`src/hdl/dtpg_pkg.sv`:
```
// shared types, codes and divider step functions for the test pattern generator
`timescale 1ns / 1ps

package dtpg_pkg;

    typedef enum logic [2:0] {
        PAT_SOLID    = 3'd0,
        PAT_GRADIENT = 3'd1,
        PAT_LINES    = 3'd2,
        PAT_CHESS    = 3'd3,
        PAT_MARKER   = 3'd4
    } pattern_t;

    typedef enum logic [1:0] {
        LM_CHECKER   = 2'd0,
        LM_ODD_INDEX = 2'd1,
        LM_ROWS      = 2'd2
    } line_mode_t;

    // one restoring step of the chess square divider
    typedef struct packed {
        logic       q;
        logic [7:0] rem;
    } cdiv_t;

    // one restoring step of the gradient divider
    typedef struct packed {
        logic        q;
        logic [10:0] rem;
    } gdiv_t;

    // configuration as seen by the datapath
    typedef struct packed {
        pattern_t    pattern;
        logic        odd;
        logic        w0;
        line_mode_t  line_mode;
        logic        solid_on;
        logic [2:0]  chan;
        logic [7:0]  chess_div;
        logic [10:0] grad_div;
        logic [11:0] col1;
        logic [11:0] col2;
        logic [11:0] col4;
        logic [11:0] col5;
        logic [11:0] row1;
        logic [11:0] row2;
        logic [11:0] row3;
        logic [11:0] row4;
        logic [11:0] row5;
        logic [11:0] row6;
    } cfg_t;

    // what the last divider stage hands to the output stage
    typedef struct packed {
        logic       cx;
        logic       cy;
        logic [7:0] gq;
        logic       govf;
        logic       mk_fg;
        logic       x0;
        logic       y0;
    } pix_t;

    function automatic cdiv_t chess_step(input logic [7:0] rem, input logic din,
                                         input logic [7:0] dv);
        logic [8:0] r;
        cdiv_t      res;
        r = {rem, din};
        if (r >= {1'b0, dv}) begin
            res.q   = 1'b1;
            res.rem = 8'(r - {1'b0, dv});
        end else begin
            res.q   = 1'b0;
            res.rem = r[7:0];
        end
        return res;
    endfunction

    function automatic gdiv_t grad_step(input logic [10:0] rem, input logic din,
                                        input logic [10:0] dv);
        logic [11:0] r;
        gdiv_t       res;
        r = {rem, din};
        if (r >= {1'b0, dv}) begin
            res.q   = 1'b1;
            res.rem = 11'(r - {1'b0, dv});
        end else begin
            res.q   = 1'b0;
            res.rem = r[10:0];
        end
        return res;
    endfunction

endpackage

```
`src/hdl/display_test_pattern_generator.sv`:
```
// top level: stream handshake, valid tracking and the RGB565 output stage
//
//  channel  ports                 word
//  -------  --------------------  ----------------------------------------
//  s_       s_tvalid/s_tready     s_tdata: pixel_x [10:0], pixel_y [21:11]
//  m_       m_tvalid/m_tready     m_tdata: pixel_value [15:0]
//  cfg_     cfg_we (no handshake) cfg_index selects, cfg_data carries value
//
//  one word per cycle sustained while m_ does not stall, six register stages;
//  a word accepted on s_ passes stage registers 1 to 5, then the output register
//  the two dividers are pipelined two to three steps per stage
//  each stage moves when its successor has room, so bubbles close up and
//  a stalled m_ side fills the pipe before s_tready drops
//  reset is synchronous; s_tready is low while aresetn is low
`timescale 1ns / 1ps

module display_test_pattern_generator (
    input  logic        aclk,
    input  logic        aresetn,
    input  logic        s_tvalid,
    output logic        s_tready,
    input  logic [23:0] s_tdata,   // pixel_x [10:0], pixel_y [21:11], zero pad
    output logic        m_tvalid,
    input  logic        m_tready,
    output logic [15:0] m_tdata,   // pixel_value [15:0]
    input  logic        cfg_we,
    input  logic [2:0]  cfg_index,
    input  logic [10:0] cfg_data
);

    dtpg_pkg::cfg_t cfg;
    dtpg_pkg::pix_t pix;

    logic [5:0]  en;
    logic [4:0]  v_reg;
    logic [4:0]  v_next;
    logic        m_tvalid_reg;
    logic        m_tvalid_next;
    logic [15:0] pixel_reg;
    logic [15:0] pixel_next;
    logic        s_accept;
    logic [7:0]  gsat;
    logic [7:0]  gval;
    logic [15:0] color;
    logic [15:0] grad;
    logic        line_on;

    dtpg_cfg u_cfg (
        .aclk      (aclk),
        .aresetn   (aresetn),
        .cfg_we    (cfg_we),
        .cfg_index (cfg_index),
        .cfg_data  (cfg_data),
        .cfg       (cfg)
    );

    dtpg_core u_core (
        .aclk    (aclk),
        .en      (en[4:0]),
        .pixel_x (s_tdata[10:0]),
        .pixel_y (s_tdata[21:11]),
        .cfg     (cfg),
        .pix     (pix)
    );

    // a stage loads when it is empty or the one after it loads
    always_comb begin
        en[5] = ~m_tvalid_reg | m_tready;
        for (int i = 4; i >= 0; i--) begin
            en[i] = ~v_reg[i] | en[i + 1];
        end
    end

    assign s_tready = en[0] & aresetn;
    assign s_accept = s_tvalid & s_tready;

    always_comb begin
        v_next = v_reg;
        if (en[0]) begin
            v_next[0] = s_accept;
        end
        for (int i = 1; i < 5; i++) begin
            if (en[i]) begin
                v_next[i] = v_reg[i - 1];
            end
        end
        m_tvalid_next = en[5] ? v_reg[4] : m_tvalid_reg;
    end

    always_ff @(posedge aclk) begin
        if (!aresetn) begin
            v_reg        <= 5'd0;
            m_tvalid_reg <= 1'b0;
        end else begin
            v_reg        <= v_next;
            m_tvalid_reg <= m_tvalid_next;
        end
    end

    // color composition
    always_comb begin
        gsat  = pix.govf ? 8'hFF : pix.gq;
        gval  = cfg.odd ? ~gsat : gsat;
        color = {{5{cfg.chan[2]}}, {6{cfg.chan[1]}}, {5{cfg.chan[0]}}};
        grad  = {cfg.chan[2] ? gval[7:3] : 5'd0,
                 cfg.chan[1] ? gval[7:2] : 6'd0,
                 cfg.chan[0] ? gval[7:3] : 5'd0};
        case (cfg.line_mode)
            dtpg_pkg::LM_ODD_INDEX: line_on = (pix.y0 & cfg.w0) ^ pix.x0;
            dtpg_pkg::LM_ROWS:      line_on = pix.y0;
            default:                line_on = ~(pix.x0 ^ pix.y0);
        endcase
        case (cfg.pattern)
            dtpg_pkg::PAT_SOLID:    pixel_next = cfg.solid_on ? color : 16'd0;
            dtpg_pkg::PAT_GRADIENT: pixel_next = grad;
            dtpg_pkg::PAT_LINES:    pixel_next = line_on ? color : 16'd0;
            dtpg_pkg::PAT_CHESS: begin
                pixel_next = (pix.cx ^ pix.cy ^ cfg.odd) ? color : 16'd0;
            end
            dtpg_pkg::PAT_MARKER: begin
                pixel_next = (pix.mk_fg ^ cfg.odd) ? color : 16'd0;
            end
            default:                pixel_next = 16'd0;
        endcase
    end

    always_ff @(posedge aclk) begin
        if (en[5] && v_reg[4]) begin
            pixel_reg <= pixel_next;
        end
    end

    assign m_tvalid = m_tvalid_reg;
    assign m_tdata  = pixel_reg;

endmodule

```
`src/hdl/dtpg_cfg.sv`:
```
// configuration registers and the values derived from them
`timescale 1ns / 1ps

module dtpg_cfg (
    input  logic           aclk,
    input  logic           aresetn,
    input  logic           cfg_we,
    input  logic [2:0]     cfg_index,
    input  logic [10:0]    cfg_data,
    output dtpg_pkg::cfg_t cfg
);

    localparam logic [2:0] REG_PATTERN    = 3'd0;
    localparam logic [2:0] REG_COLOR_STEP = 3'd1;
    localparam logic [2:0] REG_PHASE      = 3'd2;
    localparam logic [2:0] REG_WIDTH      = 3'd3;
    localparam logic [2:0] REG_HEIGHT     = 3'd4;

    localparam logic [10:0] WIDTH_RST  = 11'd128;
    localparam logic [10:0] HEIGHT_RST = 11'd160;

    // ceil(2^14 / 5) and ceil(2^14 / 7), exact for 11-bit dividends
    localparam logic [22:0] RECIP5 = 23'd3277;
    localparam logic [22:0] RECIP7 = 23'd2341;

    typedef struct packed {
        dtpg_pkg::line_mode_t line_mode;
        logic                 solid_on;
        logic [2:0]           chan;
        logic [7:0]           chess_div;
        logic [10:0]          grad_div;
        logic [8:0]           col_div;
        logic [8:0]           row_div;
    } lvl1_t;

    typedef struct packed {
        logic [11:0] col1;
        logic [11:0] col2;
        logic [11:0] col4;
        logic [11:0] col5;
        logic [11:0] row1;
        logic [11:0] row2;
        logic [11:0] row3;
        logic [11:0] row4;
        logic [11:0] row5;
        logic [11:0] row6;
    } lvl2_t;

    logic [2:0]  pattern_reg;
    logic [5:0]  color_step_reg;
    logic [2:0]  phase_reg;
    logic [10:0] width_reg;
    logic [10:0] height_reg;
    lvl1_t       lvl1_reg;
    lvl1_t       lvl1_next;
    lvl2_t       lvl2_reg;
    lvl2_t       lvl2_next;

    function automatic logic [2:0] mod7(input logic [5:0] v);
        logic [3:0] s;
        s = {1'b0, v[5:3]} + {1'b0, v[2:0]};
        if (s >= 4'd14) begin
            return 3'(s - 4'd14);
        end else if (s >= 4'd7) begin
            return 3'(s - 4'd7);
        end
        return s[2:0];
    endfunction

    function automatic dtpg_pkg::line_mode_t mod3(input logic [2:0] v);
        logic [2:0] s;
        s = v;
        if (v >= 3'd6) begin
            s = v - 3'd6;
        end else if (v >= 3'd3) begin
            s = v - 3'd3;
        end
        return dtpg_pkg::line_mode_t'(s[1:0]);
    endfunction

    // channel mask {r, g, b} of each palette entry
    function automatic logic [2:0] chan_of(input logic [2:0] idx);
        logic [2:0] m;
        case (idx)
            3'd0: m = 3'b111;
            3'd1: m = 3'b100;
            3'd2: m = 3'b110;
            3'd3: m = 3'b010;
            3'd4: m = 3'b011;
            3'd5: m = 3'b001;
            3'd6: m = 3'b101;
            default: m = 3'b000;
        endcase
        return m;
    endfunction

    function automatic lvl1_t calc_lvl1(input logic [5:0] cs, input logic [2:0] ph,
                                        input logic [10:0] w, input logic [10:0] h);
        lvl1_t       r;
        logic [22:0] pw;
        logic [22:0] ph7;
        pw          = 23'(w) * RECIP5;
        ph7         = 23'(h) * RECIP7;
        r.line_mode = mod3(ph);
        r.solid_on  = (cs[2:0] != 3'd0);
        r.chan      = chan_of(mod7(cs));
        r.chess_div = (w[10:3] == 8'd0) ? 8'd1 : w[10:3];
        r.grad_div  = (h == 11'd0) ? 11'd1 : h;
        r.col_div   = (pw[22:14] == 9'd0) ? 9'd1 : pw[22:14];
        r.row_div   = (ph7[22:14] == 9'd0) ? 9'd1 : ph7[22:14];
        return r;
    endfunction

    function automatic lvl2_t calc_lvl2(input lvl1_t l);
        lvl2_t       r;
        logic [11:0] cd;
        logic [11:0] rd;
        cd     = 12'(l.col_div);
        rd     = 12'(l.row_div);
        r.col1 = cd;
        r.col2 = cd << 1;
        r.col4 = cd << 2;
        r.col5 = (cd << 2) + cd;
        r.row1 = rd;
        r.row2 = rd << 1;
        r.row3 = (rd << 1) + rd;
        r.row4 = rd << 2;
        r.row5 = (rd << 2) + rd;
        r.row6 = (rd << 2) + (rd << 1);
        return r;
    endfunction

    always_ff @(posedge aclk) begin
        if (!aresetn) begin
            pattern_reg    <= 3'd0;
            color_step_reg <= 6'd0;
            phase_reg      <= 3'd0;
            width_reg      <= WIDTH_RST;
            height_reg     <= HEIGHT_RST;
        end else if (cfg_we) begin
            case (cfg_index)
                REG_PATTERN:    pattern_reg    <= cfg_data[2:0];
                REG_COLOR_STEP: color_step_reg <= cfg_data[5:0];
                REG_PHASE:      phase_reg      <= cfg_data[2:0];
                REG_WIDTH:      width_reg      <= cfg_data;
                REG_HEIGHT:     height_reg     <= cfg_data;
                default: ;
            endcase
        end
    end

    // after a write, derived values are registered in lvl1_reg and then in lvl2_reg
    always_comb begin
        lvl1_next = calc_lvl1(color_step_reg, phase_reg, width_reg, height_reg);
        lvl2_next = calc_lvl2(lvl1_reg);
    end

    always_ff @(posedge aclk) begin
        if (!aresetn) begin
            lvl1_reg <= calc_lvl1(6'd0, 3'd0, WIDTH_RST, HEIGHT_RST);
            lvl2_reg <= calc_lvl2(calc_lvl1(6'd0, 3'd0, WIDTH_RST, HEIGHT_RST));
        end else begin
            lvl1_reg <= lvl1_next;
            lvl2_reg <= lvl2_next;
        end
    end

    always_comb begin
        cfg.pattern   = dtpg_pkg::pattern_t'(pattern_reg);
        cfg.odd       = phase_reg[0];
        cfg.w0        = width_reg[0];
        cfg.line_mode = lvl1_reg.line_mode;
        cfg.solid_on  = lvl1_reg.solid_on;
        cfg.chan      = lvl1_reg.chan;
        cfg.chess_div = lvl1_reg.chess_div;
        cfg.grad_div  = lvl1_reg.grad_div;
        cfg.col1      = lvl2_reg.col1;
        cfg.col2      = lvl2_reg.col2;
        cfg.col4      = lvl2_reg.col4;
        cfg.col5      = lvl2_reg.col5;
        cfg.row1      = lvl2_reg.row1;
        cfg.row2      = lvl2_reg.row2;
        cfg.row3      = lvl2_reg.row3;
        cfg.row4      = lvl2_reg.row4;
        cfg.row5      = lvl2_reg.row5;
        cfg.row6      = lvl2_reg.row6;
    end

endmodule

```
`src/hdl/dtpg_core.sv`:
```
// five pipeline stages: capture, pipelined dividers and marker cell lookup
`timescale 1ns / 1ps

module dtpg_core (
    input  logic           aclk,
    input  logic [4:0]     en,
    input  logic [10:0]    pixel_x,
    input  logic [10:0]    pixel_y,
    input  dtpg_pkg::cfg_t cfg,
    output dtpg_pkg::pix_t pix
);

    // stage 1
    logic [10:0] x1_reg, y1_reg;
    logic [18:0] n1_reg;
    logic [18:0] n1_next;
    // stage 2
    logic [10:0] x2_reg, y2_reg;
    logic [7:0]  rx2_reg, ry2_reg;
    logic [10:0] rg2_reg;
    logic [5:0]  n2_reg;
    logic [1:0]  qg2_reg;
    logic        ovf2_reg;
    // stage 3
    logic [4:0]  x3_reg, y3_reg;
    logic [7:0]  rx3_reg, ry3_reg;
    logic [10:0] rg3_reg;
    logic [3:0]  n3_reg;
    logic [3:0]  qg3_reg;
    logic        ovf3_reg;
    logic        mk3_reg;
    // stage 4
    logic [1:0]  x4_reg, y4_reg;
    logic [7:0]  rx4_reg, ry4_reg;
    logic [10:0] rg4_reg;
    logic [1:0]  n4_reg;
    logic [5:0]  qg4_reg;
    logic        ovf4_reg;
    logic        mk4_reg;
    // stage 5
    dtpg_pkg::pix_t pix5_reg;

    dtpg_pkg::cdiv_t sx2a, sx2b, sx2c, sy2a, sy2b, sy2c;
    dtpg_pkg::cdiv_t sx3a, sx3b, sx3c, sy3a, sy3b, sy3c;
    dtpg_pkg::cdiv_t sx4a, sx4b, sx4c, sy4a, sy4b, sy4c;
    dtpg_pkg::cdiv_t sx5a, sx5b, sy5a, sy5b;
    dtpg_pkg::gdiv_t sg2a, sg2b, sg3a, sg3b, sg4a, sg4b, sg5a, sg5b;
    logic            ovf2_next;
    logic            mk3_next;
    logic            rg1, rg2, rg3, rg4, rg5, rg6;
    logic            cg1, cg2, cg4, cg5;

    // 255 * y
    assign n1_next = {pixel_y, 8'd0} - {8'd0, pixel_y};

    // stage 2: saturation test, two gradient steps, three chess steps
    always_comb begin
        ovf2_next = (n1_reg[18:8] >= cfg.grad_div);
        sg2a = dtpg_pkg::grad_step(n1_reg[18:8], n1_reg[7], cfg.grad_div);
        sg2b = dtpg_pkg::grad_step(sg2a.rem, n1_reg[6], cfg.grad_div);
        sx2a = dtpg_pkg::chess_step(8'd0, x1_reg[10], cfg.chess_div);
        sx2b = dtpg_pkg::chess_step(sx2a.rem, x1_reg[9], cfg.chess_div);
        sx2c = dtpg_pkg::chess_step(sx2b.rem, x1_reg[8], cfg.chess_div);
        sy2a = dtpg_pkg::chess_step(8'd0, y1_reg[10], cfg.chess_div);
        sy2b = dtpg_pkg::chess_step(sy2a.rem, y1_reg[9], cfg.chess_div);
        sy2c = dtpg_pkg::chess_step(sy2b.rem, y1_reg[8], cfg.chess_div);
    end

    // stage 3: marker cell test and the next divider steps
    always_comb begin
        cg1 = {1'b0, x2_reg} >= cfg.col1;
        cg2 = {1'b0, x2_reg} >= cfg.col2;
        cg4 = {1'b0, x2_reg} >= cfg.col4;
        cg5 = {1'b0, x2_reg} >= cfg.col5;
        rg1 = {1'b0, y2_reg} >= cfg.row1;
        rg2 = {1'b0, y2_reg} >= cfg.row2;
        rg3 = {1'b0, y2_reg} >= cfg.row3;
        rg4 = {1'b0, y2_reg} >= cfg.row4;
        rg5 = {1'b0, y2_reg} >= cfg.row5;
        rg6 = {1'b0, y2_reg} >= cfg.row6;
        // cell rows 1 and 3: all but outer columns; rows 2, 4, 5: column 1 only
        if ((rg1 && !rg2) || (rg3 && !rg4)) begin
            mk3_next = cg1 && !(cg4 && !cg5);
        end else if ((rg2 && !rg3) || (rg4 && !rg5) || (rg5 && !rg6)) begin
            mk3_next = cg1 && !cg2;
        end else begin
            mk3_next = 1'b0;
        end
        sg3a = dtpg_pkg::grad_step(rg2_reg, n2_reg[5], cfg.grad_div);
        sg3b = dtpg_pkg::grad_step(sg3a.rem, n2_reg[4], cfg.grad_div);
        sx3a = dtpg_pkg::chess_step(rx2_reg, x2_reg[7], cfg.chess_div);
        sx3b = dtpg_pkg::chess_step(sx3a.rem, x2_reg[6], cfg.chess_div);
        sx3c = dtpg_pkg::chess_step(sx3b.rem, x2_reg[5], cfg.chess_div);
        sy3a = dtpg_pkg::chess_step(ry2_reg, y2_reg[7], cfg.chess_div);
        sy3b = dtpg_pkg::chess_step(sy3a.rem, y2_reg[6], cfg.chess_div);
        sy3c = dtpg_pkg::chess_step(sy3b.rem, y2_reg[5], cfg.chess_div);
    end

    // stage 4
    always_comb begin
        sg4a = dtpg_pkg::grad_step(rg3_reg, n3_reg[3], cfg.grad_div);
        sg4b = dtpg_pkg::grad_step(sg4a.rem, n3_reg[2], cfg.grad_div);
        sx4a = dtpg_pkg::chess_step(rx3_reg, x3_reg[4], cfg.chess_div);
        sx4b = dtpg_pkg::chess_step(sx4a.rem, x3_reg[3], cfg.chess_div);
        sx4c = dtpg_pkg::chess_step(sx4b.rem, x3_reg[2], cfg.chess_div);
        sy4a = dtpg_pkg::chess_step(ry3_reg, y3_reg[4], cfg.chess_div);
        sy4b = dtpg_pkg::chess_step(sy4a.rem, y3_reg[3], cfg.chess_div);
        sy4c = dtpg_pkg::chess_step(sy4b.rem, y3_reg[2], cfg.chess_div);
    end

    // stage 5: last steps, only the quotient lsb of the chess dividers is kept
    always_comb begin
        sg5a = dtpg_pkg::grad_step(rg4_reg, n4_reg[1], cfg.grad_div);
        sg5b = dtpg_pkg::grad_step(sg5a.rem, n4_reg[0], cfg.grad_div);
        sx5a = dtpg_pkg::chess_step(rx4_reg, x4_reg[1], cfg.chess_div);
        sx5b = dtpg_pkg::chess_step(sx5a.rem, x4_reg[0], cfg.chess_div);
        sy5a = dtpg_pkg::chess_step(ry4_reg, y4_reg[1], cfg.chess_div);
        sy5b = dtpg_pkg::chess_step(sy5a.rem, y4_reg[0], cfg.chess_div);
    end

    always_ff @(posedge aclk) begin
        if (en[0]) begin
            x1_reg <= pixel_x;
            y1_reg <= pixel_y;
            n1_reg <= n1_next;
        end
        if (en[1]) begin
            x2_reg   <= x1_reg;
            y2_reg   <= y1_reg;
            rx2_reg  <= sx2c.rem;
            ry2_reg  <= sy2c.rem;
            rg2_reg  <= sg2b.rem;
            n2_reg   <= n1_reg[5:0];
            qg2_reg  <= {sg2a.q, sg2b.q};
            ovf2_reg <= ovf2_next;
        end
        if (en[2]) begin
            x3_reg   <= x2_reg[4:0];
            y3_reg   <= y2_reg[4:0];
            rx3_reg  <= sx3c.rem;
            ry3_reg  <= sy3c.rem;
            rg3_reg  <= sg3b.rem;
            n3_reg   <= n2_reg[3:0];
            qg3_reg  <= {qg2_reg, sg3a.q, sg3b.q};
            ovf3_reg <= ovf2_reg;
            mk3_reg  <= mk3_next;
        end
        if (en[3]) begin
            x4_reg   <= x3_reg[1:0];
            y4_reg   <= y3_reg[1:0];
            rx4_reg  <= sx4c.rem;
            ry4_reg  <= sy4c.rem;
            rg4_reg  <= sg4b.rem;
            n4_reg   <= n3_reg[1:0];
            qg4_reg  <= {qg3_reg, sg4a.q, sg4b.q};
            ovf4_reg <= ovf3_reg;
            mk4_reg  <= mk3_reg;
        end
        if (en[4]) begin
            pix5_reg.cx    <= sx5b.q;
            pix5_reg.cy    <= sy5b.q;
            pix5_reg.gq    <= {qg4_reg, sg5a.q, sg5b.q};
            pix5_reg.govf  <= ovf4_reg;
            pix5_reg.mk_fg <= mk4_reg;
            pix5_reg.x0    <= x4_reg[0];
            pix5_reg.y0    <= y4_reg[0];
        end
    end

    assign pix = pix5_reg;

endmodule
```
`config.mk`:
```
export PLATFORM = sky130hd
export DESIGN_NAME = display_test_pattern_generator
export DESIGN_NICKNAME = d
export VERILOG_FILES = /design/src/hdl/dtpg_pkg.sv /design/src/hdl/display_test_pattern_generator.sv /design/src/hdl/dtpg_cfg.sv /design/src/hdl/dtpg_core.sv
export SDC_FILE = /design/constraint.sdc
export NUM_CORES = 1
export LEC_CHECK = 0
export ABC_AREA = 1
export BUFFER_PORTS_ARGS = -buffer_cell sky130_fd_sc_hd__buf_2
export CAP_MARGIN = 20
export CORE_MARGIN = 3
export CORE_UTILIZATION = 60
export DETAILED_ROUTE_END_ITERATION = 7
export HOLD_SLACK_MARGIN = 0.06
export PLACE_DENSITY = 0.83
export SLEW_MARGIN = 10
export SYNTH_ARGS = -nofsm -noshare
export SYNTH_HDL_FRONTEND = slang
export SYNTH_SLANG_ARGS = --single-unit
```
`constraint.sdc`:
```
create_clock -name aclk -period 13.8 [get_ports aclk]
set_input_delay 2.07 -clock aclk [delete_from_list [all_inputs] [get_ports aclk]]
set_output_delay 2.07 -clock aclk [all_outputs]
set_load 0.02 [all_outputs]
```
==> impl_metrics.csv <==
group,metric,value,unit
cts,ctsResizeCount,0,
logic_synthesis,ys.flop_type,"edfxtp_1",
floorplanning,die_x,230.3,um
route,finalWirelength,71170,um
layout,mostFrequentLayoutCells,"nand2_1, inv_1, ha_1, a21oi_1, nor2_1",
grt,antenna_found_initial,0,
cts,postCtsHoldBufs,0,
worst_setup_path,cp-startpoint,"m_tready",
logic_synthesis,synthArstFlopShare,0,%
worst_setup_path,cp_max_fo,47,
sta,post-route-period-util,51.12,%
route,vias,25580,
worst_setup_path,crit_type,"in2out",
logic_synthesis,syn_inst,3811,
floorplanning,placementRows,81,
layout,diodes,0,
cts,clk_pin_slew,0.07,ns
sta,maxSlewViolCount,0,
pwr,power.density,249.3,nW/um^2
route,drtAntennaViolNets,0,
worst_setup_path,cp-end-kind,"output pin",
min_path,hp-start,"u_core.qg4_reg[1]",
min_path,hold_class,"reg2reg",
sta,grt_setup_unrepaired,"false",
worst_setup_path,critical_path_required,11.73,ns
route,vias_per_cell,5.592,
cts,post-cts-setup-buffers,0,
route,drt_iter0_markers,1819,
logic_synthesis,yosysSeqAreaShare,28.17,%
place,io_buffers,58,
status,outcome,"finished, final reports clean",
grt,grt_pass1_wl,117600,um
pwr,vdd_drop_max,0.2283,mV
logic_synthesis,synth-edff-count,196,
route,avgRoutedWirePerCell,15.56,um
floorplanning,start_util,61.19,%
floorplanning,core_area,49360,sq um
min_path,min_path_cells,0,
logic_synthesis,ys_seq_elements,327,
grt,grt_pass1_vias,24590,
sta,fmax,0.1417,GHz
worst_setup_path,start_kind,"input pin",
sta,min_period,7.055,ns
layout,area_growth,7.184,%
sta,finalHoldViolCount,0,
cts,htreeDepth,2,
place,place_hpwl,54090,um
sta,skew,0.01783,ns
cts,clock-sinks,327,
cts,clock_latency,0.56,ns
layout,largest_reg_flops,73,
grt,grt.total_usage,26.79,%
grt,grt_overflow_total,0,
place,globalplace.congestion,0.9152,
logic_synthesis,synth-warning-count,0,
layout,layout.nets,4500,
logic_synthesis,syn_nets,4428,
cts,ctsLongestPathBuffers,3,
route,drcViolationCount,0,
floorplanning,die_h,230.3,um
cts,cts_made_buffers,36,
logic_synthesis,netlist_area,30200,sq um
cts,cts_tree,"done",
place,place_worst_setup_slack,6.210,ns
route,firstDrtPassIters,6,
pwr,p_leak,16.06,nW
job,maxCapViolCount,0,
cts,root_buffer,"clkbuf_16",
logic_synthesis,syn_area_per_cell,7.924,sq um
sta,final-setup-viol-count,0,
layout,layout_commonest_cell,"nand2_1",
logic_synthesis,synth_cell_types,68,
worst_setup_path,arrival,4.99,ns
worst_setup_path,reg2reg_depth,31,
sta,finalSetupTns,0,ns
sta,slew-limit-headroom,31.05,%
layout,drive_above_1_share,6.673,%
sta,tightest_slew,1.026,ns
floorplanning,io_pins,61,
grt,grt_max_degree,88,
sta,setup_slack,6.745,ns
worst_setup_path,r2r-start,"u_cfg.cfg[132]",
floorplanning,dieArea,53060,sq um
-- worst max-delay path, stage by stage --
cell and delay [ns]:
buf_2 0.09, nor2_1 0.05, inv_1 0.07, nor2_1 0.04, inv_1 0.38, nor2_1 0.08
inv_1 0.07, buf_4 0.38, nor2_1 0.10, inv_2 0.05, buf_4 0.58, nor2_1 0.21
nand2_2 0.43, nand2_1 0.10, inv_1 0.07, buf_2 0.18
-- synthesized netlist by cell type (all sizes together) (11+ instances only) --
cell type	number	share of area, %
nand2	809	10
inv	589	7.3
ha	501	21
a21oi	322	5.4
nor2	297	4.1
o21ai	239	4.2
edfxtp	196	19
nand3	168	3.0
dfxtp	131	8.7
xor2	98	2.8
fa	73	4.8
xnor2	62	1.8
nand4	57	1.3
nor3	49	0.85
or2	27	0.56
buf	26	0.68
a31oi	22	0.46
o211ai	20	0.51
a21o	18	0.45
clkbuf	12	0.15
o21bai	12	0.31
a211oi	11	0.29
-- path summary, 6_finish.rpt --
| kind | endpoint | slack, ns |
|---|---|---|
| setup / recovery | s_tready | 6.74 |
| hold / removal | u_core.pix[7] | 0.42 |
| setup reg to reg | u_core.rx3_reg[1] | 7.27 |
| hold reg to reg | u_core.pix[7] | 0.42 |
-- layer usage --
metal / vias to the layer above / share of wire (%) / track usage [%]
met5: - / 0 / 0
met4: 0 / 2.7 / 8.496
met3: 122 / 5.7 / 2.838
met2: 716 / 49 / 47.28
met1: 11800 / 43 / 34.47
li1: 12940 / - / -
-- final cells by class --
class	instances	area, sq um
fill	4060	16990
multi-input combinational	2854	19210
clock buffer	48	1051
sequential	327	8508
clock inverter	18	130.1
tap	664	830.8
inverter	592	2226
timing repair buffer	72	407.9
-- power by group --
group / internal [mW] / switching, mW / leakage [nW]
clock network: 0.558 / 0.403 / 0.579
registers: 1.44 / 0.118 / 3.11
logic: 2.15 / 3.40 / 12.4
total: 4.15 / 3.92 / 16.1
-- logic make-up after synthesis --
kind of cell    synth area share, %
xor+xnor                      4.640
compound gates                12.64
flops                         28.17
simple gates                  20.74
buf+inv                       8.208
fa+ha+maj                     25.60
-- through the flow --
stage	hold slack, ns	power [mW]	cell area, sq um	instances	utilization [%]
2_1_floorplan	0.4003	6.121	30200	3811	-
3_3_place_gp	0.4003	6.862	31160	4507	63.13
3_5_place_dp	0.4045	7.021	31170	4508	63.15
4_1_cts	0.4180	8.029	32350	4574	65.54
5_1_grt	0.4260	8.908	32370	4575	65.58
6_report	0.4166	8.068	32370	4575	65.58
(Power assumes the default switching activity.)
